--- config.mk ---
export PLATFORM = sky130hd
export DESIGN_NAME = ppp_queue
export DESIGN_NICKNAME = d
export VERILOG_FILES = /design/src/hdl/ppp_pkg.sv /design/src/hdl/ppp_queue.sv
export SDC_FILE = /design/constraint.sdc
export NUM_CORES = 1
export LEC_CHECK = 0
export ABC_AREA = 1
export BUFFER_PORTS_ARGS = -buffer_cell sky130_fd_sc_hd__buf_2
export CORE_ASPECT_RATIO = 0.7
export CORE_MARGIN = 5
export CORE_UTILIZATION = 40
export CTS_BUF_LIST = sky130_fd_sc_hd__clkbuf_16
export CTS_CLUSTER_DIAMETER = 50
export DETAILED_ROUTE_END_ITERATION = 10
export GPL_ROUTABILITY_DRIVEN = 0
export PLACE_DENSITY = 0.67
export SYNTH_ARGS = -nofsm -noshare
export SYNTH_HDL_FRONTEND = slang
export SYNTH_SLANG_ARGS = --single-unit
--- constraint.sdc ---
create_clock -name i_clk -period 9.02 [get_ports i_clk]
set_clock_uncertainty 0.2 [all_clocks]
set_input_delay 0.902 -clock i_clk [delete_from_list [all_inputs] [get_ports i_clk]]
set_output_delay 0.902 -clock i_clk [all_outputs]
set_load 0.03 [all_outputs]
--- src/hdl/ppp_pkg.sv ---
package ppp_pkg;

    localparam int CW       = 34;
    localparam int CORDIC_N = 24;
    localparam int IW       = $clog2(CORDIC_N);
    localparam int Q_DEPTH  = 2;

    localparam logic signed [CW-1:0] Q30_PI      = 34'sd3373259426;
    localparam logic signed [CW-1:0] Q30_HALF_PI = 34'sd1686629713;
    localparam logic signed [CW-1:0] INV_GAIN    = 34'sd652032874;
    localparam logic signed [18:0]   PI_Q16      = 19'sd205887;

    localparam logic signed [23:0] DEF_MOUNT_OFS_X = 24'sd0;
    localparam logic signed [23:0] DEF_MOUNT_OFS_Y = 24'sd0;
    localparam logic signed [23:0] DEF_ARM_BASE_Z  = 24'sd0;
    localparam logic signed [23:0] DEF_LIFT_FLOOR_Z = 24'sd0;
    localparam logic signed [23:0] DEF_LIFT_CEIL_Z  = 24'sd32768;

    typedef enum logic [2:0] {
        CFG_PREF_X   = 3'd0,
        CFG_PREF_Y   = 3'd1,
        CFG_PREF_Z   = 3'd2,
        CFG_PITCH    = 3'd3,
        CFG_APPROACH = 3'd4,
        CFG_RAISE    = 3'd5,
        CFG_WITHDRAW = 3'd6
    } t_cfg_idx;

    typedef struct packed {
        logic signed [23:0] px;
        logic signed [23:0] py;
        logic signed [23:0] pz;
        logic signed [18:0] pitch;
        logic signed [23:0] app;
        logic signed [23:0] rai;
        logic signed [23:0] wd;
    } t_cfg;

    typedef struct packed {
        logic               op;
        logic signed [23:0] dx;
        logic signed [23:0] dy;
        logic signed [23:0] lift;
        logic               oor;
    } t_job;

    typedef enum logic [2:0] {
        B_IDLE,
        B_VEC,
        B_ROT,
        B_MUL,
        B_EMIT
    } t_bstate;

    function automatic logic signed [CW-1:0] atan_q30(input logic [IW-1:0] i);
        logic signed [CW-1:0] v;
        case (i)
            5'd0:    v = 34'sh3243F6A8;
            5'd1:    v = 34'sh1DAC6705;
            5'd2:    v = 34'sh0FADBAFC;
            5'd3:    v = 34'sh07F56EA6;
            5'd4:    v = 34'sh03FEAB76;
            5'd5:    v = 34'sh01FFD55B;
            5'd6:    v = 34'sh00FFFAAA;
            5'd7:    v = 34'sh007FFF55;
            5'd8:    v = 34'sh003FFFEA;
            5'd9:    v = 34'sh001FFFFD;
            5'd10:   v = 34'sh000FFFFF;
            5'd11:   v = 34'sh0007FFFF;
            5'd12:   v = 34'sh0003FFFF;
            5'd13:   v = 34'sh0001FFFF;
            5'd14:   v = 34'sh0000FFFF;
            5'd15:   v = 34'sh00007FFF;
            5'd16:   v = 34'sh00003FFF;
            5'd17:   v = 34'sh00001FFF;
            5'd18:   v = 34'sh00000FFF;
            5'd19:   v = 34'sh000007FF;
            5'd20:   v = 34'sh000003FF;
            5'd21:   v = 34'sh000001FF;
            5'd22:   v = 34'sh000000FF;
            5'd23:   v = 34'sh0000007F;
            default: v = '0;
        endcase
        return v;
    endfunction

    function automatic logic signed [23:0] sat24(input logic signed [35:0] v);
        logic signed [23:0] r;
        if (v > 36'sd8388607) begin
            r = 24'sh7FFFFF;
        end else if (v < -36'sd8388608) begin
            r = 24'sh800000;
        end else begin
            r = v[23:0];
        end
        return r;
    endfunction

    function automatic logic signed [CW-1:0] sat_pi(input logic signed [CW-1:0] v);
        logic signed [CW-1:0] r;
        if (v > Q30_PI) begin
            r = Q30_PI;
        end else if (v < -Q30_PI) begin
            r = -Q30_PI;
        end else begin
            r = v;
        end
        return r;
    endfunction

    function automatic logic signed [35:0] rnd30(input logic signed [65:0] v);
        logic signed [65:0] t;
        t = v + 66'sd536870912;
        return t[65:30];
    endfunction

    function automatic logic signed [29:0] rnd36(input logic signed [65:0] v);
        logic signed [65:0] t;
        t = v + 66'sd34359738368;
        return t[65:36];
    endfunction

endpackage

--- src/hdl/ppp_queue.sv ---
module ppp_queue (
    input  logic          i_clk,
    input  logic          i_rst_n,
    input  logic          i_push,
    input  ppp_pkg::t_job i_job,
    input  logic          i_pop,
    output ppp_pkg::t_job o_job,
    output logic          o_empty,
    output logic          o_full
);
    import ppp_pkg::*;

    localparam int PW = (Q_DEPTH > 1) ? $clog2(Q_DEPTH) : 1;

    t_job          r_mem [Q_DEPTH];
    logic [PW-1:0] r_wp;
    logic [PW-1:0] r_rp;
    logic [PW:0]   r_cnt;

    always_comb begin
        o_job   = r_mem[r_rp];
        o_empty = (r_cnt == '0);
        o_full  = (r_cnt == (PW+1)'(Q_DEPTH));
    end

    always_ff @(posedge i_clk) begin
        if (!i_rst_n) begin
            r_wp  <= '0;
            r_rp  <= '0;
            r_cnt <= '0;
        end else begin
            if (i_push) begin
                r_wp <= (r_wp == PW'(Q_DEPTH - 1)) ? '0 : r_wp + 1'b1;
            end
            if (i_pop) begin
                r_rp <= (r_rp == PW'(Q_DEPTH - 1)) ? '0 : r_rp + 1'b1;
            end
            r_cnt <= r_cnt + (PW+1)'(i_push) - (PW+1)'(i_pop);
        end
    end

    always_ff @(posedge i_clk) begin
        if (i_push) begin
            r_mem[r_wp] <= i_job;
        end
    end

    a_no_underflow: assert property (@(posedge i_clk) disable iff (!i_rst_n)
        i_pop |-> !o_empty)
        else $error("pop from empty queue");

endmodule

==> results.py, run 1 <==
metrics = {
    "min_path": {
        "hold_class": "register to register",
    },
    "cells_and_area": {
        "area_growth_pct": 24.6,
        "final_cell_mix": "153 x buf_2, 148 x edfxtp_1, 60 x mux2_4",
        "nets": 510,
        "final_common_cell": "buf_2",
        "drive_above_1_share_pct": 57.9,
        "final_area_sq_um": 7240,
    },
    "placed_design": {
        "port_buffers": 153,
        "dpl.hpwl_microns": 7000,
        "placed_cell_area_sq_um": 6770,
    },
    "logic_synthesis": {
        "ys_types": 12,
        "syn-num-nets": 343,
        "yosysSeqAreaShare_pct": 78.2,
        "yosysTopAreaCellShare_pct": 76.5,
        "syn_avg_cell_area_sq_um": 22.1,
        "synth_top_area_cell": "edfxtp_1",
        "syn-instance-count": 263,
        "yosys_warnings": 0,
        "synth_seq_cells": 153,
        "yosys-top-cells-area": "edfxtp_1 76%, mux2_4 16%, mux2_2 2.7%",
        "synth_area_sq_um": 5810,
    },
    "sta": {
        "post-route-min-period_ns": 3.55,
        "setup_viol": 0,
        "hold_viol_final": 0,
        "min_period_over_period_pct": 39.3,
        "max_freq_mhz": 282,
        "slew_headroom_pct": 29.9,
        "holdWs_ns": 0.304,
        "worst_slew_pin_slew_ns": 1.05,
        "setup_tns_ns": 0,
        "slew_violations": 0,
        "rsz0062_at_grt": "false",
    },
    "power_and_ir_drop": {
        "power.density_cell_area_nw_per_um2": 224,
        "vdd_drop_max_uv": 146,
        "p_leak_nw": 2.90,
    },
    "detailed_routing": {
        "drt_iter0_drc": 125,
        "wl_microns": 10400,
        "viasPerCell": 4.57,
        "drc": 0,
        "wl_per_cell_microns": 16.6,
        "antenna_left": 0,
        "vias": 2880,
        "dr.pass1.iters": 4,
    },
    "clock_network": {
        "clk_pin_slew_worst_paths_ns": 0.05,
        "cts_max_level": 4,
        "clock_sinks": 153,
        "hold_buffers": 0,
        "cts_tree": "yes",
        "cts_setup_buffers": 0,
        "ctsResizeCount": 0,
        "clk_latency_ns": 0.41,
        "cts_root_buf": "clkbuf_16",
        "clock_path_buffers": 2,
        "cts_made_buffers": 17,
    },
    "critical_path": {
        "crit_fanout": 39,
        "worstSetupPathType": "register to output pin",
        "end_kind": "output pin",
        "critPathSlowestCell": "dfxtp_4",
        "path_cells": "buf_4 > mux2_2 > buf_2",
        "cp-start-kind": "register",
        "critPathMaxStageDelay_ns": 0.75,
        "crit_required_ns": 7.92,
        "crit_buf_inv": 2,
        "cp_top_family": "buffers and inverters",
        "worstPathArrival_ns": 2.45,
    },
    "floorplan": {
        "start_util_pct": 41.2,
        "dieArea_sq_um": 17100,
        "dieHeight_microns": 111,
        "core_sq_um": 14100,
        "die_x_microns": 154,
        "io_pins": 154,
        "rows": 36,
    },
    "grt": {
        "grt_pass1_wl_microns": 16100,
        "grt_max_degree": 40,
        "gr-usage-all-layers_pct": 12.4,
        "grt_overflow": 0,
        "first_global_vias": 3107,
        "antenna_found_initial": 0,
    },
    "flow_run": {
        "max_cap_violations": 0,
    },
    "outcome": {
        "status": "completed",
    },
}
==> cell usage after synthesis, drive strengths merged <==
master	instances
a21oi	1
buf	8
dfxtp	5
edfxtp	148
ha	2
inv	7
mux2	74
nand2	8
nand3	1
nor2	9
==> through the flow <==
stage	util, %	cells	power [mW]	setup slack [ns]
6_report	51.4	630	1.62	5.47
4_1_cts	51.4	629	1.64	5.40
3_5_place_dp	48.0	601	1.06	5.85
2_1_floorplan	-	263	1.00	4.27
5_1_grt	51.4	629	1.69	5.31
3_3_place_gp	48.0	601	1.06	5.86
==> sequential cells by signal (all words and copies together) (netlist names), named ones only <==
name   flops
r_mem    148
r_cnt      2
r_rp       1
r_wp       1
==> layout make-up <==
type                            count  area (sq um)
Timing Repair Buffer              156           788
Clock inverter                     11          48.8
Multi-Input combinational cell     95          1160
Fill cell                        1146          6860
Clock buffer                       17           425
Inverter                            7          27.5
Antenna cell                        1          2.50
Tap cell                          190           238
Sequential cell                   153          4550
==> worst min-delay path, stage by stage (launching register included) <==
cell and delay (ns):
dfxtp_1 0.33, nor2_1 0.06, nor2_1 0.08
==> power breakdown <==
group / leakage, nW / internal (mW) / switching [mW]
Sequential: 1.43 / 0.823 / 0.0155
Combinational: 1.22 / 0.0809 / 0.125
Clock: 0.251 / 0.335 / 0.243
Total: 2.90 / 1.24 / 0.384
==> kinds of logic (layout without fill, tap and decap cells) <==
logic type | Yosys count | count (layout) | share of synthesized area (%)
other | 0 | 1 | 0
buffers and inverters | 15 | 191 | 1.89
AND/OR/NAND/NOR | 18 | 18 | 1.18
flip-flops | 153 | 153 | 78.2
AO/OA/AOI/OAI | 1 | 1 | 0.0860
adder cells (fa/ha/maj) | 2 | 2 | 0.431
multiplexers | 74 | 74 | 18.2
==> routing by layer <==
layer  up-vias  track usage [%]  wire length [microns]
met3         7             6.52                   1010
met1      1404             15.2                   4560
li1       1354                -                      -
met2       115             19.1                   4780
met4         0             3.53                     95
met5         -                0                      0
==> worst paths after layout <==
check,slack (ns),end,cells after the start,from
worst min-delay path,0.30,r_rp,2,r_rp
worst max-delay path,5.47,o_job[70],3,register
worst max register to register,6.64,r_mem[0][51],2,r_wp
worst min register to register,0.30,r_rp,2,r_rp
No activity file was read; power rests on OpenSTA's default activity.
==> run 2, diff against run 1 <==
==> constraint.sdc (replaced) <==
create_clock -name i_clk -period 3.6 [get_ports i_clk]
set_clock_uncertainty 0.2 [all_clocks]
set_input_delay 0.36 -clock i_clk [delete_from_list [all_inputs] [get_ports i_clk]]
set_output_delay 0.36 -clock i_clk [all_outputs]
set_load 0.03 [all_outputs]
==> run 2 against run 1 <==
Net effect:
- clock power rose to 3.1 times the previous value
- flip-flop and latch count did not move
- non-clock buffer count grew 76
- final area is 13% higher
- power rose to 2.8 times the previous value
- critical path depth did not move
- setup slack worse by 4.5 ns
- die area did not move
- global-route usage grew 1.1 points
- clock-buffer cell count unchanged
- combinational power grew to 2.8 times the previous value
==> results.py, run 2 (synthesized netlist as in run 1, its figures left out) <==
metrics = {
    "critical_path": {
        "end_kind": "output pin",
        "worstSetupPathType": "register to output pin",
        "crit_required_ns": 3.04,
        "endpoint": "o_job[69]",
        "worstReg2RegEnd": "r_mem[0][60]",
        "rr_worst_depth": 2,
        "timing.rr.start": "r_wp",
        "crit_fanout": 38,
        "cp-start-kind": "register",
        "reg2reg_slack_ns": 1.65,
        "worstPathArrival_ns": 2.11,
    },
    "clock_network": {
        "cts_root_buf": "clkbuf_16",
        "clk_pin_slew_worst_paths_ns": 0.06,
        "clk_latency_ns": 0.40,
        "cts_made_buffers": 17,
        "cts_tree": "yes",
        "cts_max_level": 4,
        "clock_path_buffers": 2,
        "clock_sinks": 153,
    },
    "power_and_ir_drop": {
        "p_leak_nw": 3.28,
        "power_mw": 4.50,
        "vdd_drop_max_uv": 311,
        "power.density_cell_area_nw_per_um2": 552,
    },
    "sta": {
        "min_period_over_period_pct": 74.2,
        "slew_headroom_pct": 54.5,
        "setup_tns_ns": 0,
        "post-route-min-period_ns": 2.67,
        "max_freq_mhz": 374,
        "worst_slew_pin_slew_ns": 0.682,
        "setup_slack_ns": 0.930,
        "rsz0062_at_grt": "false",
        "setup_viol": 0,
        "hold_viol_final": 0,
        "slew_violations": 0,
    },
    "floorplan": {
        "rows": 36,
        "dieArea_sq_um": 17100,
        "core_sq_um": 14100,
        "dieHeight_microns": 111,
        "start_util_pct": 41.2,
        "die_x_microns": 154,
        "io_pins": 154,
    },
    "placed_design": {
        "dpl.hpwl_microns": 7170,
        "port_buffers": 153,
        "dp_slack_ns": 1.31,
        "placed_cell_area_sq_um": 6800,
    },
    "detailed_routing": {
        "drc": 0,
        "wl_met3_microns": 975,
        "top_layer": "met4",
        "drt_iter0_drc": 153,
        "met2_length_microns": 5360,
        "wirelength_met1_microns": 4890,
        "viasPerCell": 4.42,
        "vias": 3126,
        "dr.pass1.iters": 4,
        "wl_per_cell_microns": 16.0,
        "antenna_left": 0,
        "wl_microns": 11300,
    },
    "cells_and_area": {
        "diodes": 0,
        "top_regs": "r_mem x148, r_cnt x2",
        "final_area_sq_um": 8160,
        "nets": 586,
        "drive_above_1_share_pct": 50.6,
        "final_common_cell": "buf_2",
        "area_growth_pct": 40.4,
        "final_cell_mix": "153 x buf_2, 148 x edfxtp_1, 75 x dlygate4sd3_1",
        "final.fill_count": 1058,
        "largest_register": "r_mem",
        "largest_register_ffs": 148,
    },
    "min_path": {
        "hold_class": "primary input to register",
        "holdPathStages": 3,
    },
    "grt": {
        "grt_overflow": 0,
        "first_global_vias": 3487,
        "antenna_found_initial": 0,
        "grt_max_degree": 43,
        "gr-usage-all-layers_pct": 13.4,
        "grt_pass1_wl_microns": 18000,
    },
    "outcome": {
        "status": "completed",
    },
    "flow_run": {
        "max_cap_violations": 0,
    },
}
[run 2: cell count changes in the layout (fill, tap and decap cells not counted), sizes merged]
| cell | change |
|---|---|
| buf | +1 |
| inv | -3 |
| clkinv | +2 |
| diode | -1 |
| bufinv | +4 |
| dlygate4sd3 | +75 |
[run 2: through the flow]
step                      hold WS, ns  cells  utilization (%)
after floorplan                 0.253    263                -
after global placement          0.278    602             48.2
after detailed placement        0.276    602             48.2
after CTS                     0.00125    708             57.9
after global routing           0.0328    708             57.9
final                          0.0156    708             57.9
[run 2: cell type report]
class	instances	area (sq um)	area share, %
clock buffers	17	425	5.21
clock inverters	14	184	2.25
inverters	7	27.5	0.337
multi-input cells	95	1160	14.3
flip-flops and latches	153	4550	55.7
well taps	190	238	2.91
repair buffers	232	1570	19.3
[run 2: worst min path at each step]
stage | from | end | slack [ns]
after floorplan | i_rst_n | r_cnt[0] | 0.25
after global placement | r_rp | r_rp | 0.28
after detailed placement | r_rp | register | 0.28
after CTS | i_pop | register | 0.001
after global routing | i_pop | register | 0.03
final | i_pop | register | 0.02
[run 2: power breakdown]
group	internal (mW)	switching, mW
clock	1.15	0.664
combinational	0.260	0.324
sequential	2.06	0.0407
[run 2: repair_timing]
| item | CTS | global route |
|---|---|---|
| hold buffers | 75 | 0 |
| buffers inserted | 0 | 0 |
| hold endpoints to repair | 150 | 0 |
| resized for setup | 0 | 0 |
[run 2: metal layers]
metal / vias up / track usage [%]
li1: 1507 / -
met1: 1489 / 16.7
met2: 119 / 21.7
met3: 11 / 5.38
met4: 0 / 4.06
met5: - / 0
[run 2: critical path: stages, from the launching register on]
cell     delay, ns
dfxtp_4       0.79
buf_12        0.36
mux2_2        0.37
buf_2         0.17
