`config.mk`:
```
export PLATFORM = sky130hd
export DESIGN_NAME = ppp_front
export DESIGN_NICKNAME = d
export VERILOG_FILES = /design/src/hdl/ppp_pkg.sv /design/src/hdl/ppp_front.sv
export SDC_FILE = /design/constraint.sdc
export NUM_CORES = 1
export LEC_CHECK = 0
export ABC_AREA = 1
export BUFFER_PORTS_ARGS = -buffer_cell sky130_fd_sc_hd__buf_2
export CAP_MARGIN = 20
export CORE_ASPECT_RATIO = 0.5
export CORE_MARGIN = 2
export CORE_UTILIZATION = 40
export DETAILED_ROUTE_END_ITERATION = 16
export PLACE_DENSITY_LB_ADDON = 0.1
export SETUP_SLACK_MARGIN = 0.02
export SLEW_MARGIN = 20
export SYNTH_ARGS = -nofsm -noshare
export SYNTH_HDL_FRONTEND = slang
export SYNTH_SLANG_ARGS = --single-unit
export TNS_END_PERCENT = 5
```
`constraint.sdc`:
```
create_clock -name vclk -period 3.4
set_clock_uncertainty 0.1 [all_clocks]
set_input_delay 0.51 -clock vclk [all_inputs]
set_output_delay 0.51 -clock vclk [all_outputs]
set_load 0.02 [all_outputs]
```
`src/hdl/ppp_pkg.sv`:
```
package ppp_pkg;

    localparam int CW       = 34;
    localparam int CORDIC_N = 24;
    localparam int IW       = $clog2(CORDIC_N);
    localparam int Q_DEPTH  = 2;

    localparam logic signed [CW-1:0] Q30_PI      = 34'sd3373259426;
    localparam logic signed [CW-1:0] Q30_HALF_PI = 34'sd1686629713;
    localparam logic signed [CW-1:0] INV_GAIN    = 34'sd652032874;
    localparam logic signed [18:0]   PI_Q16      = 19'sd205887;

    localparam logic signed [23:0] DEF_MOUNT_OFS_X = 24'sd0;
    localparam logic signed [23:0] DEF_MOUNT_OFS_Y = 24'sd0;
    localparam logic signed [23:0] DEF_ARM_BASE_Z  = 24'sd0;
    localparam logic signed [23:0] DEF_LIFT_FLOOR_Z = 24'sd0;
    localparam logic signed [23:0] DEF_LIFT_CEIL_Z  = 24'sd32768;

    typedef enum logic [2:0] {
        CFG_PREF_X   = 3'd0,
        CFG_PREF_Y   = 3'd1,
        CFG_PREF_Z   = 3'd2,
        CFG_PITCH    = 3'd3,
        CFG_APPROACH = 3'd4,
        CFG_RAISE    = 3'd5,
        CFG_WITHDRAW = 3'd6
    } t_cfg_idx;

    typedef struct packed {
        logic signed [23:0] px;
        logic signed [23:0] py;
        logic signed [23:0] pz;
        logic signed [18:0] pitch;
        logic signed [23:0] app;
        logic signed [23:0] rai;
        logic signed [23:0] wd;
    } t_cfg;

    typedef struct packed {
        logic               op;
        logic signed [23:0] dx;
        logic signed [23:0] dy;
        logic signed [23:0] lift;
        logic               oor;
    } t_job;

    typedef enum logic [2:0] {
        B_IDLE,
        B_VEC,
        B_ROT,
        B_MUL,
        B_EMIT
    } t_bstate;

    function automatic logic signed [CW-1:0] atan_q30(input logic [IW-1:0] i);
        logic signed [CW-1:0] v;
        case (i)
            5'd0:    v = 34'sh3243F6A8;
            5'd1:    v = 34'sh1DAC6705;
            5'd2:    v = 34'sh0FADBAFC;
            5'd3:    v = 34'sh07F56EA6;
            5'd4:    v = 34'sh03FEAB76;
            5'd5:    v = 34'sh01FFD55B;
            5'd6:    v = 34'sh00FFFAAA;
            5'd7:    v = 34'sh007FFF55;
            5'd8:    v = 34'sh003FFFEA;
            5'd9:    v = 34'sh001FFFFD;
            5'd10:   v = 34'sh000FFFFF;
            5'd11:   v = 34'sh0007FFFF;
            5'd12:   v = 34'sh0003FFFF;
            5'd13:   v = 34'sh0001FFFF;
            5'd14:   v = 34'sh0000FFFF;
            5'd15:   v = 34'sh00007FFF;
            5'd16:   v = 34'sh00003FFF;
            5'd17:   v = 34'sh00001FFF;
            5'd18:   v = 34'sh00000FFF;
            5'd19:   v = 34'sh000007FF;
            5'd20:   v = 34'sh000003FF;
            5'd21:   v = 34'sh000001FF;
            5'd22:   v = 34'sh000000FF;
            5'd23:   v = 34'sh0000007F;
            default: v = '0;
        endcase
        return v;
    endfunction

    function automatic logic signed [23:0] sat24(input logic signed [35:0] v);
        logic signed [23:0] r;
        if (v > 36'sd8388607) begin
            r = 24'sh7FFFFF;
        end else if (v < -36'sd8388608) begin
            r = 24'sh800000;
        end else begin
            r = v[23:0];
        end
        return r;
    endfunction

    function automatic logic signed [CW-1:0] sat_pi(input logic signed [CW-1:0] v);
        logic signed [CW-1:0] r;
        if (v > Q30_PI) begin
            r = Q30_PI;
        end else if (v < -Q30_PI) begin
            r = -Q30_PI;
        end else begin
            r = v;
        end
        return r;
    endfunction

    function automatic logic signed [35:0] rnd30(input logic signed [65:0] v);
        logic signed [65:0] t;
        t = v + 66'sd536870912;
        return t[65:30];
    endfunction

    function automatic logic signed [29:0] rnd36(input logic signed [65:0] v);
        logic signed [65:0] t;
        t = v + 66'sd34359738368;
        return t[65:36];
    endfunction

endpackage

```
`src/hdl/ppp_front.sv`:
```
module ppp_front #(
    parameter logic signed [23:0] MOUNT_OFS_X  = ppp_pkg::DEF_MOUNT_OFS_X,
    parameter logic signed [23:0] MOUNT_OFS_Y  = ppp_pkg::DEF_MOUNT_OFS_Y,
    parameter logic signed [23:0] ARM_BASE_Z   = ppp_pkg::DEF_ARM_BASE_Z,
    parameter logic signed [23:0] LIFT_FLOOR_Z = ppp_pkg::DEF_LIFT_FLOOR_Z,
    parameter logic signed [23:0] LIFT_CEIL_Z  = ppp_pkg::DEF_LIFT_CEIL_Z
) (
    input  logic               i_start,
    input  logic               i_full,
    input  logic               i_op,
    input  logic signed [23:0] i_target_x,
    input  logic signed [23:0] i_target_y,
    input  logic signed [23:0] i_target_z,
    input  ppp_pkg::t_cfg      i_cfg,
    output logic               o_push,
    output ppp_pkg::t_job      o_job
);
    import ppp_pkg::*;

    logic signed [35:0] dxw;
    logic signed [35:0] dyw;
    logic signed [35:0] liftw;

    always_comb begin
        dxw   = 36'(i_target_x) - 36'(MOUNT_OFS_X) - 36'(i_cfg.px);
        dyw   = 36'(i_target_y) - 36'(MOUNT_OFS_Y) - 36'(i_cfg.py);
        liftw = 36'(i_target_z) - 36'(ARM_BASE_Z) - 36'(i_cfg.pz);
        o_job.op   = i_op;
        o_job.dx   = sat24(dxw);
        o_job.dy   = sat24(dyw);
        o_job.lift = sat24(liftw);
        o_job.oor  = (liftw < 36'(LIFT_FLOOR_Z)) || (liftw > 36'(LIFT_CEIL_Z));
        o_push     = i_start && !i_full;
    end

endmodule

```
==> metrics.md, run 1 <==
| Metric | Value |
|---|---|
| Status | `complete, no violations` |
| CP max stage delay | `0.36 ns` |
| RSZ-0062 raised after global routing | `true` |
| IO buf count | `220` |
| Sw Share | `64.63%` |
| Final Max Slew Viols | `0` |
| Detail Placement HPWL | `15660 um` |
| Number of clock buffers in the layout | `0` |
| Slew @ Worst Pin | `0.5038 ns` |
| Via count | `7425` |
| Sequential-to-total area share from yosys stat | `0%` |
| Area post-placement | `6967 um^2` |
| Pwr Total | `1.945 mW` |
| Initial antenna violation count | `0` |
| Inserted Diodes | `0` |
| Met3 WL | `862 um` |
| P_int | `0.6879 mW` |
| DR DRC count | `0` |
| Max-slew headroom | `66.06%` |
| Vias in the first global route | `6511` |
| Cell area after synthesis | `5652 um^2` |
| CP max FO | `11` |
| Gate power share | `100.0%` |
| CP arrival | `2.69 ns` |
| Final setup vio count | `0` |
| Chip width | `172.1 um` |
| Max Fclk | `0.3030 GHz` |
| Drt pass-1 iters | `5` |
| Core area | `13660 um^2` |
| Die Ht | `88.05 um` |
| Die area | `15150 um^2` |
| Max-Cap Viols | `0` |
| Post-route setup TNS | `0 ns` |
| Metal2 WL | `8963 um` |
| Tcrit/Tclk final | `97.05%` |
| Largest area contributor in the netlist | `nand2_1` |
| Hold buffer count at CTS | `0` |
| Fin util | `52.14%` |
| 1st-iter DRT viols | `457` |
| WL final | `18240 um` |
| Lkg Pwr | `4.568 nW` |
| Antenna viol nets, final | `0` |
| Grt total ovfl | `0` |
| Hold Path Class | `primary input to primary output` |
| Starting Density | `41.36%` |
| Worst EP required | `2.79 ns` |
| Top cells by area, synth | `nand2_1 (27%), ha_1 (16%), inv_1 (14%)` |
| CP Capture Type | `primary output` |
| Hold_ws | `0.9200 ns` |
| Gpl congestion | `0.9807` |
| Area growth from synthesis to layout | `26.06%` |
| CP max stage cell | `ha_1` |
| Syn Inst Count | `1110` |
| Wire per inst | `11.94 um` |
| Flop pwr share | `0%` |
| Fillers | `1579` |
| CP cell instances | `buf_2, ha_1, a21oi_1, o21ai_0, a21o_1, nand2_1, nand4_1, nand2_4, nand2_8, nand2_2, nand2_1, buf_2` |
| Register area | `0 um^2` |
| Post-Syn Area per Cell | `5.092 um^2` |
| Final Hold Fails | `0` |
| Yosys top cell area share | `27.30%` |
| Ports | `313` |
| Pin count of the biggest net entering global routing | `24` |
| Buffers plus inverters on the worst setup path | `2` |
| Drt via density | `4.862` |
| Met1 WL | `8147 um` |
| Library cells used by synthesis | `38` |
| Ys Warns | `0` |
| CP Launch Type | `primary input` |
| Final instance area | `7124 um^2` |
| Sw Pwr | `1.257 mW` |
| Footprint of the multi-input gates | `4857 um^2` |
| Row Count | `30` |
| Seq_cells | `0` |
| Global router's overall resource usage | `22.29%` |
| Crit-path leading delay family | `simple AND/OR/NAND/NOR gates` |
| CP Class | `primary input to primary output` |
| Clock power frac | `0%` |
| Top sig layer | `met4` |
| Syn Nets | `1423` |
| Crit path time final | `3.300 ns` |
| Pwr Density | `273.0 nW/um^2` |
| Layout cells sized above 1 | `22.10%` |
| VDD IR max | `0.2039 mV` |
| First-pass GRT wire length | `28300 um` |
| Fin nets | `1650` |
==> synthesized netlist by cell type (all sizes together) <==
library cell,count
fa,3
nor3,15
nand3b,10
a21oi,72
a21o,9
nand3,69
xnor2,13
o211a,1
a21boi,2
o21a,2
or2,1
nand2,442
inv,214
buf,13
nor2,89
nor4,3
a31oi,3
nand4,21
o21bai,1
xor2,23
ha,72
o21ai,32
==> power by group through the flow <==
| stage | clock, mW | combinational [mW] | sequential [mW] |
|---|---|---|---|
| after global placement | 0 | 1.85 | 0 |
| final | 0 | 1.95 | 0 |
| after detailed placement | 0 | 1.86 | 0 |
| after CTS | 0 | 1.87 | 0 |
| after floorplan | 0 | 1.33 | 0 |
| after global routing | 0 | 2.16 | 0 |
==> cell families (layout without fill, tap and decap cells) <==
logic type               Yosys count  count (layout)  share of synthesized area (%)
buffers and inverters            227             449                          16.40
adder cells (fa/ha/maj)           75              75                          17.00
AO/OA/AOI/OAI                    122             122                          11.89
XOR/XNOR                          36              36                          5.579
AND/OR/NAND/NOR                  650             653                          49.13
==> placed cells by master (no fill, tap or decap), drive strengths merged, types with 2 or more instances in the layout <==
cell type	netlist	routed
a21boi	2	2
nor4	3	3
ha	72	72
buf	13	235
nand3b	10	10
fa	3	3
xnor2	13	13
nand3	69	69
nor2	89	89
nand2	442	444
a21o	9	9
inv	214	214
o21ai	32	32
a21oi	72	72
xor2	23	23
o21a	2	2
nand4	21	22
nor3	15	15
a31oi	3	3
==> metal layers <==
metal  up-vias  global-route usage (%)
met5         -                       0
met4         0                   3.514
met3        23                  0.7230
met2       205                   43.70
met1      3264                   27.86
li1       3933                       -
==> cell type report <==
cell class | count | area share, %
well taps | 192 | 3.372
repair buffers | 235 | 17.18
inverters | 214 | 11.28
multi-input cells | 886 | 68.18
==> through the flow <==
stage / cells / worst slack [ns]
5_1_grt: 1527 / -0.01544
3_5_place_dp: 1522 / -0.07864
3_3_place_gp: 1522 / 0.02559
6_report: 1527 / 0.1001
4_1_cts: 1522 / 0.005508
2_1_floorplan: 1110 / 0.3549
==> final timing paths <==
kind / start / to / slack [ns] / cells after the start
worst max-delay path: i_target_y[2] / o_job[36] / 0.10 / 12
worst min-delay path: i_op / o_job[73] / 0.92 / 0
==> repair_timing <==
item,in CTS,in global routing
gates resized for setup,1,23
setup buffers,0,2
setup endpoints to repair,23,70
pin swaps,0,6
cloned,0,3
No activity file was read; power rests on OpenSTA's default activity.
==> run 2, diff against run 1 <==
CORE_UTILIZATION = 48   (was 40)
PLACE_DENSITY = 0.86   (was unset)
PLACE_DENSITY_LB_ADDON = unset   (was 0.1)
==> run 2 against run 1 <==
First-iteration DRC count is 13% lower. Clock-buffer cell count did not move. Global-route usage up 5.2 points. Hold slack hardly changed. Core utilization up 10 points. Critical path depth up 3. Via count grew 1.6%. Sequential cell count unchanged. Die area fell by 16%. Largest power group unchanged. Highest routed layer unchanged.
==> metrics.md, run 2 (synthesis results as in run 1) <==
| Metric | Value |
|---|---|
| Status | `complete, no violations` |
| CP cell instances | `buf_2, inv_1, ha_1, fa_2, nand3b_1, nand2_2, nand3_1, nand2_1, nand3_1, nand4_1, nand2_4, nand2_8, nand2_2, nand2_1, buf_2` |
| Tcrit/Tclk final | `95.39% (-1.7 points)` |
| Area post-placement | `6950 um^2 (-0.23%)` |
| Core area | `11220 um^2 (-18%)` |
| Die area | `12710 um^2 (-16%)` |
| CP Capture Type | `primary output` |
| CP Class | `primary input to primary output` |
| CP max stage delay | `0.36 ns (about the same)` |
| Lkg Pwr | `4.545 nW (-0.52%)` |
| IO buf count | `220 (unchanged)` |
| Commonest non-fill, non-tap cell in the layout | `nand2_1` |
| Final Max Slew Viols | `0 (unchanged)` |
| Setup WS pre-CTS | `0.01289 ns (+0.09154 ns)` |
| Layout cells sized above 1 | `21.73% (-0.37 points)` |
| CP Launch Type | `primary input` |
| Inserted Diodes | `0 (unchanged)` |
| Detail Placement HPWL | `15890 um (+1.5%)` |
| Worst setup margin | `0.1568 ns (+0.05663 ns)` |
| CP arrival | `2.63 ns (-0.06 ns)` |
| RSZ-0062 raised after global routing | `true` |
| Area growth from synthesis to layout | `23.91%` |
| Ports | `313 (unchanged)` |
| Gpl congestion | `0.9897 (+0.92%)` |
| Row Count | `27 (-10%)` |
| Commonest cells after routing, fill and taps aside | `nand2_1 (408), buf_2 (218), inv_1 (208)` |
| Drt pass-1 iters | `5 (unchanged)` |
| Wire per inst | `12.16 um (+1.8%)` |
| Die Ht | `80.73 um (-8.3%)` |
| Max-slew headroom | `71.60% (+5.5 points)` |
| Max-Cap Viols | `0 (unchanged)` |
| Final setup vio count | `0 (unchanged)` |
| Antenna viol nets, final | `0 (unchanged)` |
| CP max stage cell | `fa_2` |
| Pin count of the biggest net entering global routing | `24 (unchanged)` |
| DR DRC count | `0 (unchanged)` |
| Register area | `0 um^2 (unchanged)` |
| VDD IR max | `0.2399 mV (+18%)` |
| Pwr Density | `275.3 nW/um^2 (+0.85%)` |
| Grt total ovfl | `0 (unchanged)` |
| Seq_cells | `0 (unchanged)` |
| Starting Density | `50.39% (+9.0 points)` |
| Initial antenna violation count | `0 (unchanged)` |
| Number of clock buffers in the layout | `0 (unchanged)` |
| Global router's overall resource usage | `27.51% (+5.2 points)` |
| Chip width | `157.5 um (-8.5%)` |
| 1st-iter DRT viols | `397 (-13%)` |
| Slew @ Worst Pin | `0.4215 ns (-0.08225 ns)` |
| First-pass GRT wire length | `29580 um (+4.5%)` |
| Drt via density | `5.066 (+4.2%)` |
| WL final | `18110 um (-0.72%)` |
| Hold Path Class | `primary input to primary output` |
| Via count | `7544 (+1.6%)` |
| Worst EP required | `2.79 ns (about the same)` |
| Final instance area | `7003 um^2 (-1.7%)` |
| Max Fclk | `0.3083 GHz (+1.7%)` |
| Crit path time final | `3.243 ns (-0.05663 ns)` |
| Vias in the first global route | `6913 (+6.2%)` |
| Final Hold Fails | `0 (unchanged)` |
| CP max FO | `23 (+12)` |
| Fin nets | `1645 (-0.30%)` |
| Hold_ws | `0.9200 ns (+0.00003500 ns)` |
[run 2: cell count changes in the layout (fill, tap and decap cells not counted), moves of 2 or more]
cell     before  now
nand4_4       2    0
nand2_4       6    2
buf_2       216  218
buf_4        19   12
nand2_2      27   30
buf_12        0    2
[run 2: final cells by class]
cell class,count,area (um^2)
well taps,159,198.9
multi-input cells,883,4768
fillers,1180,4213
repair buffers,233,1232
inverters,214,803.3
[run 2: per-layer routing]
layer  global-route usage (%)  routed length [um]
met1                    33.53                7702
met2                    54.80                8946
met4                    5.091                 269
met3                   0.9072                1189
met5                        0                   0
[run 2: power breakdown]
group / internal (mW) / switching [mW] / total [mW]
sequential: 0 / 0 / 0
clock: 0 / 0 / 0
combinational: 0.684 / 1.24 / 1.93
[run 2: worst max-delay path, delay by kind of cell]
| family | cells | cell delay (ns) |
|---|---|---|
| simple gates | 10 | 1.25 |
| fa+ha+maj | 2 | 0.60 |
| buf+inv | 3 | 0.26 |
[run 2: through the flow]
| step | power, mW | TNS (ns) | cells | util (%) |
|---|---|---|---|---|
| after floorplan | 1.332 | 0 | 1110 | - |
| after global placement | 1.859 | 0 | 1489 | 61.97 |
| after detailed placement | 1.887 | 0 | 1489 | 61.97 |
| after CTS | 1.898 | 0 | 1489 | 62.05 |
| after global routing | 2.131 | -0.007585 | 1489 | 62.44 |
| final | 1.928 | 0 | 1489 | 62.44 |
[run 2: what timing repair did]
| action | in CTS | in global routing |
|---|---|---|
| gates resized for setup | 1 | 13 |
| setup endpoints to repair | 1 | 70 |
| hold buffers | 0 | 0 |
| buffers inserted | 0 | 0 |
| pin swaps | 0 | 1 |
[run 2: worst paths after layout]
kind     startpoint   endpoint  slack (ns)  cells past startpoint
min            i_op  o_job[73]        0.92                      0
max   i_target_y[0]  o_job[47]        0.16                     15
==> run 3, diff against run 2 <==
ABC_AREA = 0   (was 1)
CORE_AREA = 2 2 122 124   (was unset)
CORE_ASPECT_RATIO = unset   (was 0.5)
CORE_MARGIN = unset   (was 2)
CORE_UTILIZATION = unset   (was 48)
DIE_AREA = 0 0 124 126   (was unset)
MAX_ROUTING_LAYER = met4   (was unset)
PLACE_DENSITY = unset   (was 0.86)
==> run 3 against run 2 <==
The run now ends with negative setup slack left. Critical path depth shrank 2. Cell area grew 11%. Non-clock buffer count grew 157. First-iteration DRC count shrank 62%. Sequential share of layout area is the same. Area after synthesis shrank 19%. Sequential cell count is the same. Die area grew 23%.
==> metrics.md, run 3 <==
| Metric | Value |
|---|---|
| CP arrival | `3.67 ns (+1.04 ns)` |
| Hold Path Class | `primary input to primary output` |
| Largest area contributor in the netlist | `ha_1` |
| Sequential-to-total area share from yosys stat | `0% (unchanged)` |
| Final Max Slew Viols | `0 (unchanged)` |
| Hold_ws | `0.9217 ns (+0.001611 ns)` |
| Post-route setup TNS | `-12.48 ns (-12.48 ns)` |
| Worst setup margin | `-0.8773 ns (-1.034 ns)` |
| Crit path time final | `4.277 ns (+1.034 ns)` |
| Layout cells sized above 1 | `44.91% (+23 points)` |
| Library cells used by synthesis | `60 (+58%)` |
| Fillers | `1429 (+21%)` |
| Final Hold Fails | `0 (unchanged)` |
| CP cell instances | `buf_6, inv_4, ha_4, fa_2, nor2b_4, o31a_1, a21oi_2, or4_1, or4_1, or4_1, o41a_1, or4_4, buf_6` |
| Post-Syn Area per Cell | `6.771 um^2 (+33%)` |
| CP Class | `primary input to primary output` |
| Status | `finished, violations left` |
| Register area | `0 um^2 (unchanged)` |
| Cell area after synthesis | `4591 um^2 (-19%)` |
| DR DRC count | `0 (unchanged)` |
| Die Ht | `126 um (+56%)` |
| Initial antenna violation count | `0 (unchanged)` |
| CP Launch Type | `primary input` |
| Final instance area | `7749 um^2 (+11%)` |
| CP max stage cell | `or4_1` |
| Via count | `6053 (-20%)` |
| Max-slew headroom | `71.71% (+0.11 points)` |
| Crit path top cell by count | `or4_1` |
| CP Capture Type | `primary output` |
| Commonest cells after routing, fill and taps aside | `buf_4 (186), buf_2 (182), inv_1 (96)` |
| Main combinational cell family by area after synthesis | `adder cells` |
| Met1 WL | `7036 um (-8.6%)` |
| Top sig layer | `met4` |
| Inserted Diodes | `0 (unchanged)` |
| Ports | `313 (unchanged)` |
| Fin nets | `1366 (-17%)` |
| Post-Synth Simple-Gate Area | `17.39% (-32 points)` |
| Synth Area in XOR/XNOR | `11.07% (+5.5 points)` |
| Final setup vio count | `70 (+70)` |
| Core area | `14310 um^2 (+28%)` |
| CP max stage delay | `0.48 ns (+0.12 ns)` |
| Metal2 WL | `7921 um (-11%)` |
| RSZ-0062 raised after global routing | `true` |
| Max-Cap Viols | `0 (unchanged)` |
| Vias in the first global route | `5894 (-15%)` |
| Yosys top cell area share | `19.62% (-7.7 points)` |
| Detail Placement HPWL | `13530 um (-15%)` |
| Max Fclk | `0.2338 GHz (-24%)` |
| Most common cell in the netlist | `inv_1` |
| Pin count of the biggest net entering global routing | `23 (-4.2%)` |
| Mux share of post-synthesis cell area | `0% (unchanged)` |
| Worst EP required | `2.79 ns (about the same)` |
| Grt total ovfl | `0 (unchanged)` |
| Drt pass-1 iters | `4 (-1)` |
| Lkg Pwr | `4.144 nW (-8.8%)` |
| Top cells by count, synth | `inv_1 (101), ha_1 (72), a21oi_1 (63)` |
| Area growth from synthesis to layout | `68.79%` |
| VDD IR max | `0.2759 mV (+15%)` |
| WL final | `16120 um (-11%)` |
| Tcrit/Tclk final | `125.8% (+30 points)` |
| Number of clock buffers in the layout | `0 (unchanged)` |
| Syn Inst Count | `678 (-39%)` |
| CP max FO | `3 (-87%)` |
| Starting Density | `32.07% (-18 points)` |
| Drt via density | `4.901 (-3.3%)` |
| 1st-iter DRT viols | `150 (-62%)` |
| Hold buffer count at CTS | `0 (unchanged)` |
| Chip width | `124 um (-21%)` |
| Post-Synth Adder-Cell Area | `30.96% (+14 points)` |
| Met3 WL | `967 um (-19%)` |
| Die area | `15620 um^2 (+23%)` |
| Global router's overall resource usage | `20.22% (-7.3 points)` |
| Failing checks | `negative setup slack` |
| First-pass GRT wire length | `26100 um (-12%)` |
| Area post-placement | `7199 um^2 (+3.6%)` |
| Antenna viol nets, final | `0 (unchanged)` |
| IO buf count | `220 (unchanged)` |
| Slew @ Worst Pin | `0.4136 ns (-0.007900 ns)` |
| Commonest non-fill, non-tap cell in the layout | `buf_4` |
| Seq_cells | `0 (unchanged)` |
| Pwr Density | `304.2 nW/um^2 (+10%)` |
| Wire per inst | `13.06 um (+7.4%)` |
| Ys Warns | `0 (unchanged)` |
| Syn Nets | `991 (-30%)` |
| Gpl congestion | `0.9360 (-5.4%)` |
| Synth Area in Compound Gates | `30.85% (+19 points)` |
| Top cells by area, synth | `ha_1 (20%), maj3_1 (10%), inv_1 (8.3%)` |
| Row Count | `44 (+63%)` |
run 3: cell count changes after synthesis, sizes merged, moves of 12 or more:
cell    previous run  this run
nand2            442        44
xnor2             13        43
nand4             21         3
clkbuf             0        16
nand3             69        13
nor2              89        49
a21o               9        36
maj3               0        46
buf               13         1
inv              214       101
run 3: final timing paths:
check / startpoint / slack, ns / endpoint / depth (start not counted)
worst max-delay path: i_target_z[0] / -0.88 / o_job[0] / 13
worst min-delay path: i_op / 0.92 / o_job[73] / 0
run 3: power breakdown:
part,internal (mW),switching (mW)
clock,0,0
sequential,0,0
combinational,1.12,1.24
run 3: layout make-up:
type,count,area (um^2),area share [%]
Timing Repair Buffer,390,2580,33.30
Tap cell,184,230.2,2.971
Multi-Input combinational cell,560,4549,58.71
Inverter,101,389.1,5.022
run 3: cells by family (layout without fill, tap and decap cells):
kind of cell,after synthesis,after routing
AOI/OAI and AO/OA,217,217
and+or+nand+nor,164,164
adders and majority gates,121,121
buffers and inverters,118,491
xor gates and xnor gates,58,58
run 3: timing repair:
action | CTS | global route
setup endpoints to repair | 73 | 73
resized for setup | 105 | 36
gates cloned | 1 | 0
pin swaps | 28 | 10
buffers inserted | 3 | 0
run 3: critical path, delay by kind of cell:
kind | cells | cell delay [ns]
compound gates | 3 | 0.53
fa+ha+maj | 2 | 0.51
buf+inv | 3 | 0.25
simple gates | 5 | 1.85
run 3: metal layers:
layer	global-route usage (%)	vias to the layer above
li1	-	3160
met1	24.64	2687
met2	36.81	192
met3	2.129	14
met4	1.983	0
met5	-	-
run 3: metrics by stage:
step                total power [mW]  setup WS, ns  util [%]  instances
finish                         2.357       -0.8773     54.13       1235
global route                   2.550       -0.9915     54.13       1235
CTS                            2.286       -0.8776     53.21       1235
detailed placement             2.102       -0.9957     50.30       1231
global placement               2.101       -0.9714     50.30       1231
floorplan                      1.263       -0.6936         -        678
